$ cat config.mk
export PLATFORM = sky130hd
export DESIGN_NAME = lwvm_alu
export DESIGN_NICKNAME = d
export VERILOG_FILES = /design/src/design/lwvm_pkg.sv /design/src/design/lwvm_alu.sv
export SDC_FILE = /design/constraint.sdc
export NUM_CORES = 1
export LEC_CHECK = 0
export ABC_AREA = 1
export BUFFER_PORTS_ARGS = -buffer_cell sky130_fd_sc_hd__clkbuf_2
export CORE_ASPECT_RATIO = 1.25
export CORE_UTILIZATION = 62
export CTS_CLUSTER_SIZE = 24
export DETAILED_ROUTE_END_ITERATION = 12
export HOLD_SLACK_MARGIN = 0.08
export MAX_ROUTING_LAYER = met4
export PLACE_DENSITY = 0.81
export SLEW_MARGIN = 20
export SYNTH_ARGS = -nofsm -noshare
export SYNTH_HDL_FRONTEND = slang
export SYNTH_SLANG_ARGS = --single-unit
$ cat constraint.sdc
create_clock -name i_clk -period 8 [get_ports i_clk]
set_input_delay 2 -clock i_clk [delete_from_list [all_inputs] [get_ports i_clk]]
set_output_delay 2 -clock i_clk [all_outputs]
set_load 0.05 [all_outputs]
$ cat src/design/lwvm_pkg.sv
`default_nettype none

package lwvm_pkg;

    // frame geometry
    localparam int MAX_SIDE    = 256;
    localparam int HALF_WINDOW = 10;
    localparam int SIDE_W      = 9;
    localparam int ADDR_W      = $clog2(MAX_SIDE * MAX_SIDE);
    localparam int LCNT_W      = $clog2(MAX_SIDE * MAX_SIDE + 1);
    localparam int TOTAL_W     = 2 * SIDE_W;

    // field and accumulator widths
    localparam int PIX_W   = 16;
    localparam int PSQ_W   = 2 * PIX_W;
    localparam int FSUM_W  = 32;
    localparam int FSQ_W   = 48;
    localparam int DENSE_W = 17;
    localparam int SD_W    = 20;
    localparam int ROOT_W  = 32;
    localparam int DATA_W  = 64;
    localparam int WCNT_W  = $clog2(4 * HALF_WINDOW * HALF_WINDOW + 1);
    localparam int WSUM_W  = PIX_W + WCNT_W;
    localparam int WSQ_W   = PSQ_W + WCNT_W;

    // iteration counts of the shared unit
    localparam int MUL_STEPS  = 32;
    localparam int DIV_STEPS  = 64;
    localparam int SQRT_STEPS = 32;
    localparam int STEP_W     = $clog2(DIV_STEPS);

    // item and register codes
    localparam logic OP_LOAD    = 1'b0;
    localparam logic OP_QUERY   = 1'b1;
    localparam logic CFG_WIDTH  = 1'b0;
    localparam logic CFG_HEIGHT = 1'b1;

    typedef enum logic [1:0] {
        ALU_MUL,
        ALU_DIV,
        ALU_SQRT
    } t_alu_op;

    typedef struct packed {
        logic    start;
        t_alu_op op;
    } t_alu_req;

    typedef enum logic [4:0] {
        ST_IDLE,
        ST_LOAD_SQ,
        ST_LOAD_ACC,
        ST_FIN_NQ,
        ST_FIN_SS,
        ST_FIN_D,
        ST_FIN_SQRT,
        ST_FIN_FILL,
        ST_FIN_BRIGHT,
        ST_FIN_DENSE,
        ST_Q_BASE,
        ST_Q_PADDR,
        ST_Q_SWEEP,
        ST_Q_DRAIN,
        ST_Q_PIX,
        ST_Q_PIXW,
        ST_Q_MEAN,
        ST_Q_CP,
        ST_Q_LL,
        ST_Q_D,
        ST_Q_SQRT,
        ST_Q_SD,
        ST_Q_EMIT
    } t_state;

    function automatic logic [SIDE_W-1:0] clamp_side(input logic [SIDE_W-1:0] v);
        logic [SIDE_W-1:0] r;
        r = v;
        if (v < SIDE_W'(2)) r = SIDE_W'(2);
        if (v > SIDE_W'(MAX_SIDE)) r = SIDE_W'(MAX_SIDE);
        return r;
    endfunction

endpackage

`default_nettype wire

$ cat src/design/lwvm_alu.sv
`default_nettype none

module lwvm_alu (
    input  wire logic                          i_clk,
    input  wire logic                          i_rst_n,
    input  wire lwvm_pkg::t_alu_req            i_req,
    input  wire logic [lwvm_pkg::DATA_W-1:0]   i_opa,
    input  wire logic [lwvm_pkg::DATA_W-1:0]   i_opb,
    output logic                               o_done,
    output logic      [lwvm_pkg::DATA_W-1:0]   o_result
);
    import lwvm_pkg::*;

    localparam int REM_W = DATA_W + 2;

    logic              r_busy;
    logic              r_done;
    t_alu_op           r_op;
    logic [STEP_W-1:0] r_step;
    logic [DATA_W-1:0] r_a;
    logic [DATA_W-1:0] r_b;
    logic [DATA_W-1:0] r_acc;
    logic [REM_W-1:0]  r_rem;

    logic [DATA_W-1:0] n_a;
    logic [DATA_W-1:0] n_b;
    logic [DATA_W-1:0] n_acc;
    logic [REM_W-1:0]  n_rem;

    logic [REM_W-1:0]  w_x;
    logic [REM_W-1:0]  w_y;
    logic [REM_W-1:0]  w_rem_sh;
    logic [REM_W:0]    w_res;
    logic              w_sub;
    logic              w_borrow;

    // one add/subtract serves every step: accumulate, trial divide, trial root
    always_comb begin
        w_sub    = 1'b1;
        w_x      = '0;
        w_y      = '0;
        w_rem_sh = '0;
        case (r_op)
            ALU_MUL: begin
                w_sub = 1'b0;
                w_x   = {2'b00, r_acc};
                w_y   = {2'b00, r_a};
            end
            ALU_DIV: begin
                w_rem_sh = {r_rem[REM_W-2:0], r_a[DATA_W-1]};
                w_x      = w_rem_sh;
                w_y      = {2'b00, r_b};
            end
            ALU_SQRT: begin
                w_rem_sh = {r_rem[REM_W-3:0], r_a[DATA_W-1 -: 2]};
                w_x      = w_rem_sh;
                w_y      = {r_acc, 2'b01};
            end
            default: ;
        endcase
        w_res    = w_sub ? ({1'b0, w_x} - {1'b0, w_y}) : ({1'b0, w_x} + {1'b0, w_y});
        w_borrow = w_res[REM_W];
    end

    always_comb begin
        n_a   = r_a;
        n_b   = r_b;
        n_acc = r_acc;
        n_rem = r_rem;
        case (r_op)
            ALU_MUL: begin
                n_acc = r_b[0] ? w_res[DATA_W-1:0] : r_acc;
                n_a   = r_a << 1;
                n_b   = r_b >> 1;
            end
            ALU_DIV: begin
                n_a   = {r_a[DATA_W-2:0], ~w_borrow};
                n_rem = w_borrow ? w_rem_sh : w_res[REM_W-1:0];
            end
            ALU_SQRT: begin
                n_a   = r_a << 2;
                n_rem = w_borrow ? w_rem_sh : w_res[REM_W-1:0];
                n_acc = {r_acc[DATA_W-2:0], ~w_borrow};
            end
            default: ;
        endcase
    end

    always_ff @(posedge i_clk) begin
        if (!i_rst_n) begin
            r_busy <= 1'b0;
            r_done <= 1'b0;
            r_op   <= ALU_MUL;
            r_step <= '0;
        end else begin
            r_done <= 1'b0;
            if (i_req.start) begin
                r_busy <= 1'b1;
                r_op   <= i_req.op;
                case (i_req.op)
                    ALU_MUL:  r_step <= STEP_W'(MUL_STEPS - 1);
                    ALU_DIV:  r_step <= STEP_W'(DIV_STEPS - 1);
                    ALU_SQRT: r_step <= STEP_W'(SQRT_STEPS - 1);
                    default:  r_step <= STEP_W'(MUL_STEPS - 1);
                endcase
            end else if (r_busy) begin
                r_step <= r_step - STEP_W'(1);
                if (r_step == '0) begin
                    r_busy <= 1'b0;
                    r_done <= 1'b1;
                end
            end
        end
    end

    always_ff @(posedge i_clk) begin
        if (i_req.start) begin
            r_a   <= i_opa;
            r_b   <= i_opb;
            r_acc <= '0;
            r_rem <= '0;
        end else if (r_busy) begin
            r_a   <= n_a;
            r_b   <= n_b;
            r_acc <= n_acc;
            r_rem <= n_rem;
        end
    end

    always_comb begin
        case (r_op)
            ALU_DIV: o_result = r_a;
            default: o_result = r_acc;
        endcase
    end

    assign o_done = r_done;

endmodule

`default_nettype wire

After elaboration in Yosys (flattened, before gate mapping)
Cells that the tools add are included.
{"block": "word_totals", "rom_bits": 0, "out_inout_bits": 65, "mem_bits_rw": 0, "register_bits": 267, "n_memories": 0, "in_bits": 133, "latchBits": 0, "elab_cells": 51}
{"block": "classes", "order_cmp": 0, "multipliers": 0, "n_addsub": 3, "mux": 21, "n_shift": 0, "bitwise": 3, "n_div": 0, "n_reduce_logical": 12, "n_eq_ne": 4}
{"cell": "two-way mux 64 bit", "count": 7}
{"cell": "case mux 66 bit (3 select lines)", "count": 2}
{"cell": "case mux 64 bit (3 select lines)", "count": 1}
{"cell": "two-way mux 65 bit", "count": 2}
{"cell": "case mux 64 bit (2 select lines)", "count": 1}
{"cell": "adder 66 x 66 -> 67 bit", "count": 1}
{"cell": "two-way mux 67 bit", "count": 1}
{"cell": "subtractor 66 x 66 -> 67 bit", "count": 1}
{"cell": "two-way mux 6 bit", "count": 3}
{"cell": "logical NOT 6 bit", "count": 1}
{"cell": "AND reduction 2 bit", "count": 3}
{"cell": "nonzero test 2 bit", "count": 3}
{"cell": "subtractor 6 x 1 -> 6 bit, second input constant", "count": 1}
{"cell": "equality test 2 x 1 -> 1 bit, second input constant", "count": 2}
{"cell": "two-way mux 1 bit", "count": 4}
{"cell": "nonzero test 4 bit", "count": 1}
{"cell": "inverter 1 bit", "count": 3}
{"cell": "AND reduction 3 bit", "count": 1}
{"cell": "OR reduction 3 bit", "count": 1}
{"cell": "equality test 2 bit, second input constant", "count": 1}
{"cell": "logical NOT 2 bit", "count": 1}
{"cell": "inequality test 2 bit, second input constant", "count": 1}
{"cell": "OR reduction 2 bit", "count": 1}

Longest topological paths before layout
Gate-level depths: netlist (run 1).
{"block": "depth", "word_depth": 8, "depth_mapped": 41, "depth_no_buf": 35}

Worst setup path before layout (run 1)
Ideal clock, no wire load.
{"block": "synth_path", "path_kind": "input -> register", "start": "in i_req[2] in the netlist's numbering", "end": "reg r_a[0], enable pin", "arrival_time_ns": 5.888, "cell_stages": 5, "t_required_ns": 7.476, "n_path_buf": 3, "setup_time_ns": 0.524, "slack_ns": 1.588, "path_cell_list": "clkbuf_1 inv_1 clkbuf_1 buf_1 a31oi_1"}
{"block": "synth_via", "elab_chain_cells": 2, "word_cells_on_any_way": 3, "classes_between": "reduce/logical: 3"}
{"element": "start, declared", "line": "lwvm_alu.sv:6", "text": "input wire lwvm_pkg::t_alu_req i_req,"}
{"element": "nonzero test 4 bit (no line) / nonzero test 2 bit (equally long branches)"}
{"element": "AND reduction 2 bit (no line) (*)"}
{"element": "end signal, assigned", "line": "lwvm_alu.sv:118", "text": "r_a <= i_opa;"}
{"element": "end signal, assigned", "line": "lwvm_alu.sv:123", "text": "r_a <= n_a;"}
{"element": "end, declared", "line": "lwvm_alu.sv:20", "text": "logic [DATA_W-1:0] r_a;"}
Every way passes the cells marked *; elsewhere a longest branch is shown, timed or not.
A chain may end at the register's enable or synchronous reset.

Worst setup path after layout (run 1)
{"block": "layout_path", "start": "reg r_op[0]", "end": "reg r_rem[22]"}
{"block": "layout_via", "elab_chain_cells": 5, "word_cells_on_any_way": 12, "classes_between": "add/sub: 2; eq/ne: 2; mux: 5; reduce/logical: 3"}
{"element": "start, declared", "line": "lwvm_alu.sv:18", "text": "t_alu_op r_op;"}
{"element": "start signal, assigned", "line": "lwvm_alu.sv:99", "text": "r_op <= i_req.op;"}
{"element": "equality test 2 bit (tied with other cells)", "line": "lwvm_alu.sv:43, lwvm_alu.sv:70"}
{"element": "case mux 66 bit (3 select lines)", "line": "lwvm_alu.sv:43", "text": "case (r_op)"}
{"element": "subtractor 66 x 66 -> 67 bit / adder 66 x 66 -> 67 bit (equally long branches)", "line": "lwvm_alu.sv:61", "text": "w_res = w_sub ? ({1'b0, w_x} - {1'b0, w_y}) : ({1'b0, w_x} + {1'b0, w_y});"}
{"element": "two-way mux 67 bit", "line": "lwvm_alu.sv:61"}
{"element": "two-way mux 65 bit", "line": "lwvm_alu.sv:78, lwvm_alu.sv:82"}
{"element": "end signal, assigned", "line": "lwvm_alu.sv:126", "text": "r_rem <= n_rem;"}
{"element": "end, declared", "line": "lwvm_alu.sv:23", "text": "logic [REM_W-1:0] r_rem;"}
Several ways; a longest one is shown, not always the timed one.

==> reports/metrics.csv, run 1 <==
metric,value,unit
dp_hpwl,68800,um
relSlewSlack,0.297,
worst_path_most_repeated_cell,nand2_1,
final_cell_area,0.0261,mm^2
clkPwrFrac,0.258,
setup_viol,0,
synth_top_family_by_area,simple AND/OR/NAND/NOR gates,
synth_compound_area_frac,0.129,
crit_slowest_cell,buf_4,
cts_tree,yes,
pin_count,198,
gp_congestion,1.09,
internal-power,3200,uW
synth.most_common_cell,nand2_1,
drv_slew,0,
critPathRequiredTime,8.45,ns
clock-sinks,267,
clock_latency,0.59,ns
cap_violations,0,
synthAdderAreaFrac,0.0387,
p_leak,0.0136,uW
min_period_over_period,0.822,
synth_edf_count,128,
syn_avg_cell_area,5.91,um^2
synth_flop_cell,dfxtp_1,
start_kind,flop,
place_area,0.0250,mm^2
crit_start,r_op[0]$_SDFFE_PN0P_,
synthMuxAreaShare,0,
synth-simple-area-share,0.415,
ir_drop,0.208,mV
grt_max_degree,111,
yosysTopAreaCellShare,0.275,
grtUsageTotal,0.463,
syn_area,0.0241,mm^2
cts_resized,0,
powerDensity,223,mW/mm^2
arrival,7.02,ns
viasPerCell,6.03,
h-tree-depth,1,
period_needed,6.57,ns
route.detailed.drc,0,
finClkSkew,0.0372,ns
num-nets-final,4332,
tightest_slew,1.05,ns
die_area,0.0397,mm^2
synthesis.nets,4281,
hold_class,reg2reg,
synth_common_cells,"1765 x nand2_1, 448 x inv_1, 340 x nand3_1, 201 x nor2_1, 180 x o21ai_0",
status,"finished, final reports clean",
numCtsBuffers,28,
fin_setup_tns,0,ns
clkTransAtPathRegs,0.07,ns
grt_pass1_vias,24700,
cts_setup_buffers,0,
core-area,0.0382,mm^2
port_buffers,197,
initial_core_util,0.630,
p_sw_frac,0.449,
wl_per_cell,19.6,um
root_buffer,clkbuf_16,
synthCells,4074,
synth.distinct_cells,43,
overflow,0,
path_max_fanout,84,
cpPeakStageDelay,0.62,ns
die_x,178,um
yosys.area.top_type,nand2_1,
clockBufferDepth,3,
rsz0062_at_grt,no,
postRouteAntennaNets,0,
antenna_found_initial,1,
async_flop_share,0,
drive_gt1_frac,0.0844,
synth_xor_area_frac,0.0334,
min-delay-start,r_step[4]$_SDFFE_PN0P_,
num_vias,28000,
power.switching,2610,uW
yosysSeqAreaShare,0.275,
end_kind,flop,
synth_area_leaders,"nand2_1 27%, edfxtp_1 16%, dfxtp_1 12%",
ctsHoldBuffers,0,
r2r-start,r_op[0]$_SDFFE_PN0P_,
finalWirelength,90700,um
drtPass1Iterations,8,
grt_first_pass_wirelength,138000,um
synth-seq-cells,267,
std_cell_rows,80,
yosysWarnings,0,
hold_viol,0,
n_fill_cell,3516,
fmax,152,MHz
fp.dieH,222,um
pwr-share-seq,0.294,
combPwrFrac,0.448,
criticalPathCategory,reg2reg,
area_growth,8.30,%
drt_iter0_markers,4812,
## worst max-delay path: cells and delay by family (launching register included)
kind	cells	cell delay, ns
AND/OR/NAND/NOR	19	2.48
AO/OA/AOI/OAI	4	0.68
buffers and inverters	4	1.33
flip-flops	1	0.40
XOR/XNOR	1	0.36
adder cells (fa/ha/maj)	3	1.04
## final cells by class
type                       count  area (um^2)  share of cell area
tap                          492          616              0.0236
inverter                     457         1720              0.0661
sequential                   267         6630               0.254
multi-input combinational   3152        14900               0.572
antenna                        1         2.50           0.0000959
clock inverter                23          327              0.0125
timing repair buffer         219         1170              0.0450
clock buffer                  29          704              0.0270
## path summary, 6_finish.rpt
path | slack (ns) | end | depth (start not counted)
setup / recovery | 1.43 | r_rem[22]$_SDFFE_PP0P_ | 31
hold / removal | 0.48 | r_step[4]$_SDFFE_PN0P_ | 2
setup reg to reg | 1.43 | r_rem[22]$_SDFFE_PP0P_ | 31
hold reg to reg | 0.48 | r_step[4]$_SDFFE_PN0P_ | 2
## power by group through the flow
stage | Combinational [uW] | Sequential [uW] | Clock [uW]
after floorplan | 1740 | 1690 | 0
after global placement | 2450 | 1720 | 0
after detailed placement | 2450 | 1730 | 0
after CTS | 2480 | 1700 | 1480
after global routing | 2780 | 1720 | 1540
final | 2600 | 1710 | 1500
## sequential cells by signal, summed over array words and instances, names as in the netlist
name,count
r_busy,1
r_b,64
r_acc,64
r_op,2
r_step,6
r_rem,65
o_done,1
r_a,64
## per-layer routing
metal,vias up,track usage,share of wire
met3,221,0.103,0.15
li1,13100,-,-
met2,2163,0.653,0.42
met5,-,-,0
met4,0,0.156,0.040
met1,12500,0.648,0.40
## layout by cell type, fill, tap and decap left out, drive strengths merged
cell / synthesis / routed
nand3: 343 / 343
nand3b: 19 / 19
nor4: 8 / 8
o211ai: 3 / 3
or2: 32 / 32
o31ai: 5 / 5
o21a: 1 / 1
o21ai: 181 / 181
diode: 0 / 1
buf: 61 / 23
clkbuf: 137 / 225
a21oi: 143 / 143
bufinv: 0 / 7
and2: 4 / 4
dfxtp: 139 / 139
nand2: 1783 / 1783
clkinv: 0 / 9
nor2: 212 / 212
a21o: 1 / 1
o22ai: 62 / 62
nor3: 22 / 22
edfxtp: 128 / 128
a211oi: 1 / 1
o41ai: 1 / 1
inv: 457 / 459
a21boi: 65 / 65
fa: 1 / 1
o21bai: 11 / 11
nand4: 20 / 20
a31oi: 68 / 68
xnor2: 44 / 44
clkinvlp: 0 / 5
ha: 73 / 73
xor2: 48 / 48
and3: 1 / 1
## stage by stage
stage	total power, uW	setup WS, ns	utilization	hold slack (ns)	instances
detailed placement	4180	1.75	0.655	0.463	4586
CTS	5660	1.70	0.682	0.474	4638
global placement	4170	1.87	0.655	0.459	4586
floorplan	3440	1.59	-	0.444	4074
global route	6030	1.04	0.682	0.500	4640
finish	5810	1.43	0.682	0.479	4640
## cell families after synthesis
family                   count (synthesis)
AO/OA/AOI/OAI                          542
adder cells (fa/ha/maj)                 74
buffers and inverters                  655
flip-flops                             267
AND/OR/NAND/NOR                       2444
XOR/XNOR                                92
Power figures use the tool's default switching activity.
==> run 2, diff against run 1 <==
--- a/config.mk
+++ b/config.mk
@@ -8,12 +8,12 @@
 export ABC_AREA = 1
 export BUFFER_PORTS_ARGS = -buffer_cell sky130_fd_sc_hd__clkbuf_2
 export CORE_ASPECT_RATIO = 1.25
-export CORE_UTILIZATION = 62
+export CORE_UTILIZATION = 56
 export CTS_CLUSTER_SIZE = 24
 export DETAILED_ROUTE_END_ITERATION = 12
 export HOLD_SLACK_MARGIN = 0.08
 export MAX_ROUTING_LAYER = met4
-export PLACE_DENSITY = 0.81
+export PLACE_DENSITY = 0.77
 export SLEW_MARGIN = 20
 export SYNTH_ARGS = -nofsm -noshare
 export SYNTH_HDL_FRONTEND = slang
==> constraint.sdc (replaced) <==
create_clock -name i_clk -period 5.4 [get_ports i_clk]
set_input_delay 1.35 -clock i_clk [delete_from_list [all_inputs] [get_ports i_clk]]
set_output_delay 1.35 -clock i_clk [all_outputs]
set_load 0.05 [all_outputs]
==> run 2 against run 1 <==
  * First-iteration DRC count decreased by 13%
  * Critical endpoint is now r_rem[51]$_SDFFE_PP0P_
  * Non-clock buffer count increased by 66
  * Flip-flop and latch count unchanged
  * Die area increased by 11%
  * Sequential share of layout area decreased by 0.79 points
  * Clock-buffer cell count increased by 6
  * Worst hold slack improved by 0.011 ns
  * Sequential power increased by 49%
==> reports/metrics.csv, run 2 (synthesis gave the netlist of run 1 again) <==
metric,value,unit
status,"finished, final reports clean",
pin_count,198,
regMostFlops,r_rem,
cap_violations,0,
grtUsageMet2,0.584,
end_kind,flop,
numCtsBuffers,28,
h-tree-depth,1,
layout_commonest_cell,nand2_1,
arrival,5.59,ns
drt_iter0_markers,4169,
drv_slew,0,
cpPeakStageDelay,0.38,ns
start_kind,flop,
die_area,0.0439,mm^2
mostFrequentLayoutCells,"1758 x nand2_1, 445 x inv_1, 340 x nand3_1",
root_buffer,clkbuf_16,
min_period_over_period,0.961,
setup_viol,0,
n_antenna_cell,0,
grt_first_pass_wirelength,140000,um
grt_pass1_vias,24500,
fp.dieH,234,um
num-nets-final,4398,
hold_slack,0.490,ns
grtUsageTotal,0.424,
finClkSkew,0.0128,ns
cpLargestDelayFamily,simple AND/OR/NAND/NOR gates,
hold_class,reg2reg,
path_buf_inv,7,
grt_max_degree,103,
relSlewSlack,0.280,
overflow,0,
core-area,0.0423,mm^2
placed_cells,4709,
critPathRequiredTime,5.80,ns
n_fill_cell,4259,
postRouteAntennaNets,0,
ir_drop,0.292,mV
cts_tree,yes,
hold_viol,0,
drive_gt1_frac,0.105,
fmax,193,MHz
clock_latency,0.58,ns
antenna_found_initial,0,
route.detailed.drc,0,
finalWirelength,93600,um
tightest_slew,1.08,ns
fin_util,0.638,
fin_cells,4772,
crit_slowest_cell,nor4_1,
dp_hpwl,71800,um
post-place-ws,-0.0678,ns
worst_path_most_repeated_cell,nand2_1,
clkTransAtPathRegs,0.07,ns
path_max_fanout,45,
p_leak,0.0140,uW
wl_per_cell,19.6,um
viasPerCell,5.84,
use_met1,0.598,
fin_ws,0.210,ns
clockBufferDepth,3,
drtPass1Iterations,7,
criticalPathCategory,reg2reg,
port_buffers,197,
std_cell_rows,84,
top_usage_layer,met1,
initial_core_util,0.570,
power,8730,uW
period_needed,5.19,ns
clock-sinks,267,
num_vias,27800,
met3_usage,0.0946,
area_growth,11.8,%
die_x,188,um
largest_register_ffs,65,
gp_congestion,1.10,
powerDensity,324,mW/mm^2
run 2: cell count changes in the layout (fill, tap and decap cells not counted), sizes merged:
cell,before,now
buf,23,86
bufinv,7,6
clkbuf,225,234
clkinv,9,10
clkinvlp,5,2
diode,1,0
inv,459,456
run 2: layout make-up:
type                    instances  area, um^2  share of cell area
repair buffers                285        1840              0.0683
well taps                     559         699              0.0260
clock buffers                  35         747              0.0277
multi-input cells            3152       15000               0.559
flip-flops and latches        267        6630               0.246
inverters                     457        1720              0.0640
clock inverters                17         254             0.00943
run 2: power breakdown:
group	leakage (uW)	switching [uW]	total [uW]	internal, uW
clock network	0.000480	873	2140	1270
registers	0.00244	184	2540	2360
logic	0.0110	2850	4050	1200
run 2: per-layer routing:
layer	wire length, um	vias to the layer above
li1	-	13200
met1	39200	12600
met2	37800	1833
met3	12600	212
met4	3910	0
met5	0	-
run 2: through the flow:
stage | setup TNS (ns) | cell area (um^2)
finish | 0 | 26900
global route | -0.0533 | 26900
CTS | 0 | 26700
detailed placement | -1.37 | 25700
global placement | 0 | 25700
floorplan | 0 | 24100
run 2: path summary, 6_finish.rpt:
path         cells after the start  slack [ns]                   start                     end
max                             30        0.21    r_op[0]$_SDFFE_PN0P_  r_rem[51]$_SDFFE_PP0P_
min reg2reg                      2        0.49  r_step[4]$_SDFFE_PN0P_  r_step[4]$_SDFFE_PN0P_
max reg2reg                     30        0.21    r_op[0]$_SDFFE_PN0P_  r_rem[51]$_SDFFE_PP0P_
min                              2        0.49  r_step[4]$_SDFFE_PN0P_  r_step[4]$_SDFFE_PN0P_
run 2: timing repair:
| item | CTS | global route |
|---|---|---|
| buffers inserted | 0 | 8 |
| hold buffers | 0 | 0 |
| cloned | 0 | 2 |
| gates resized for setup | 1 | 40 |
| pin swaps | 0 | 10 |
| setup endpoints to repair | 55 | 74 |
run 2: worst min-delay path, cell delays in order, from the launching register on:
cell	delay, ns
dfxtp_1	0.32
o31ai_1	0.06
a21oi_1	0.05
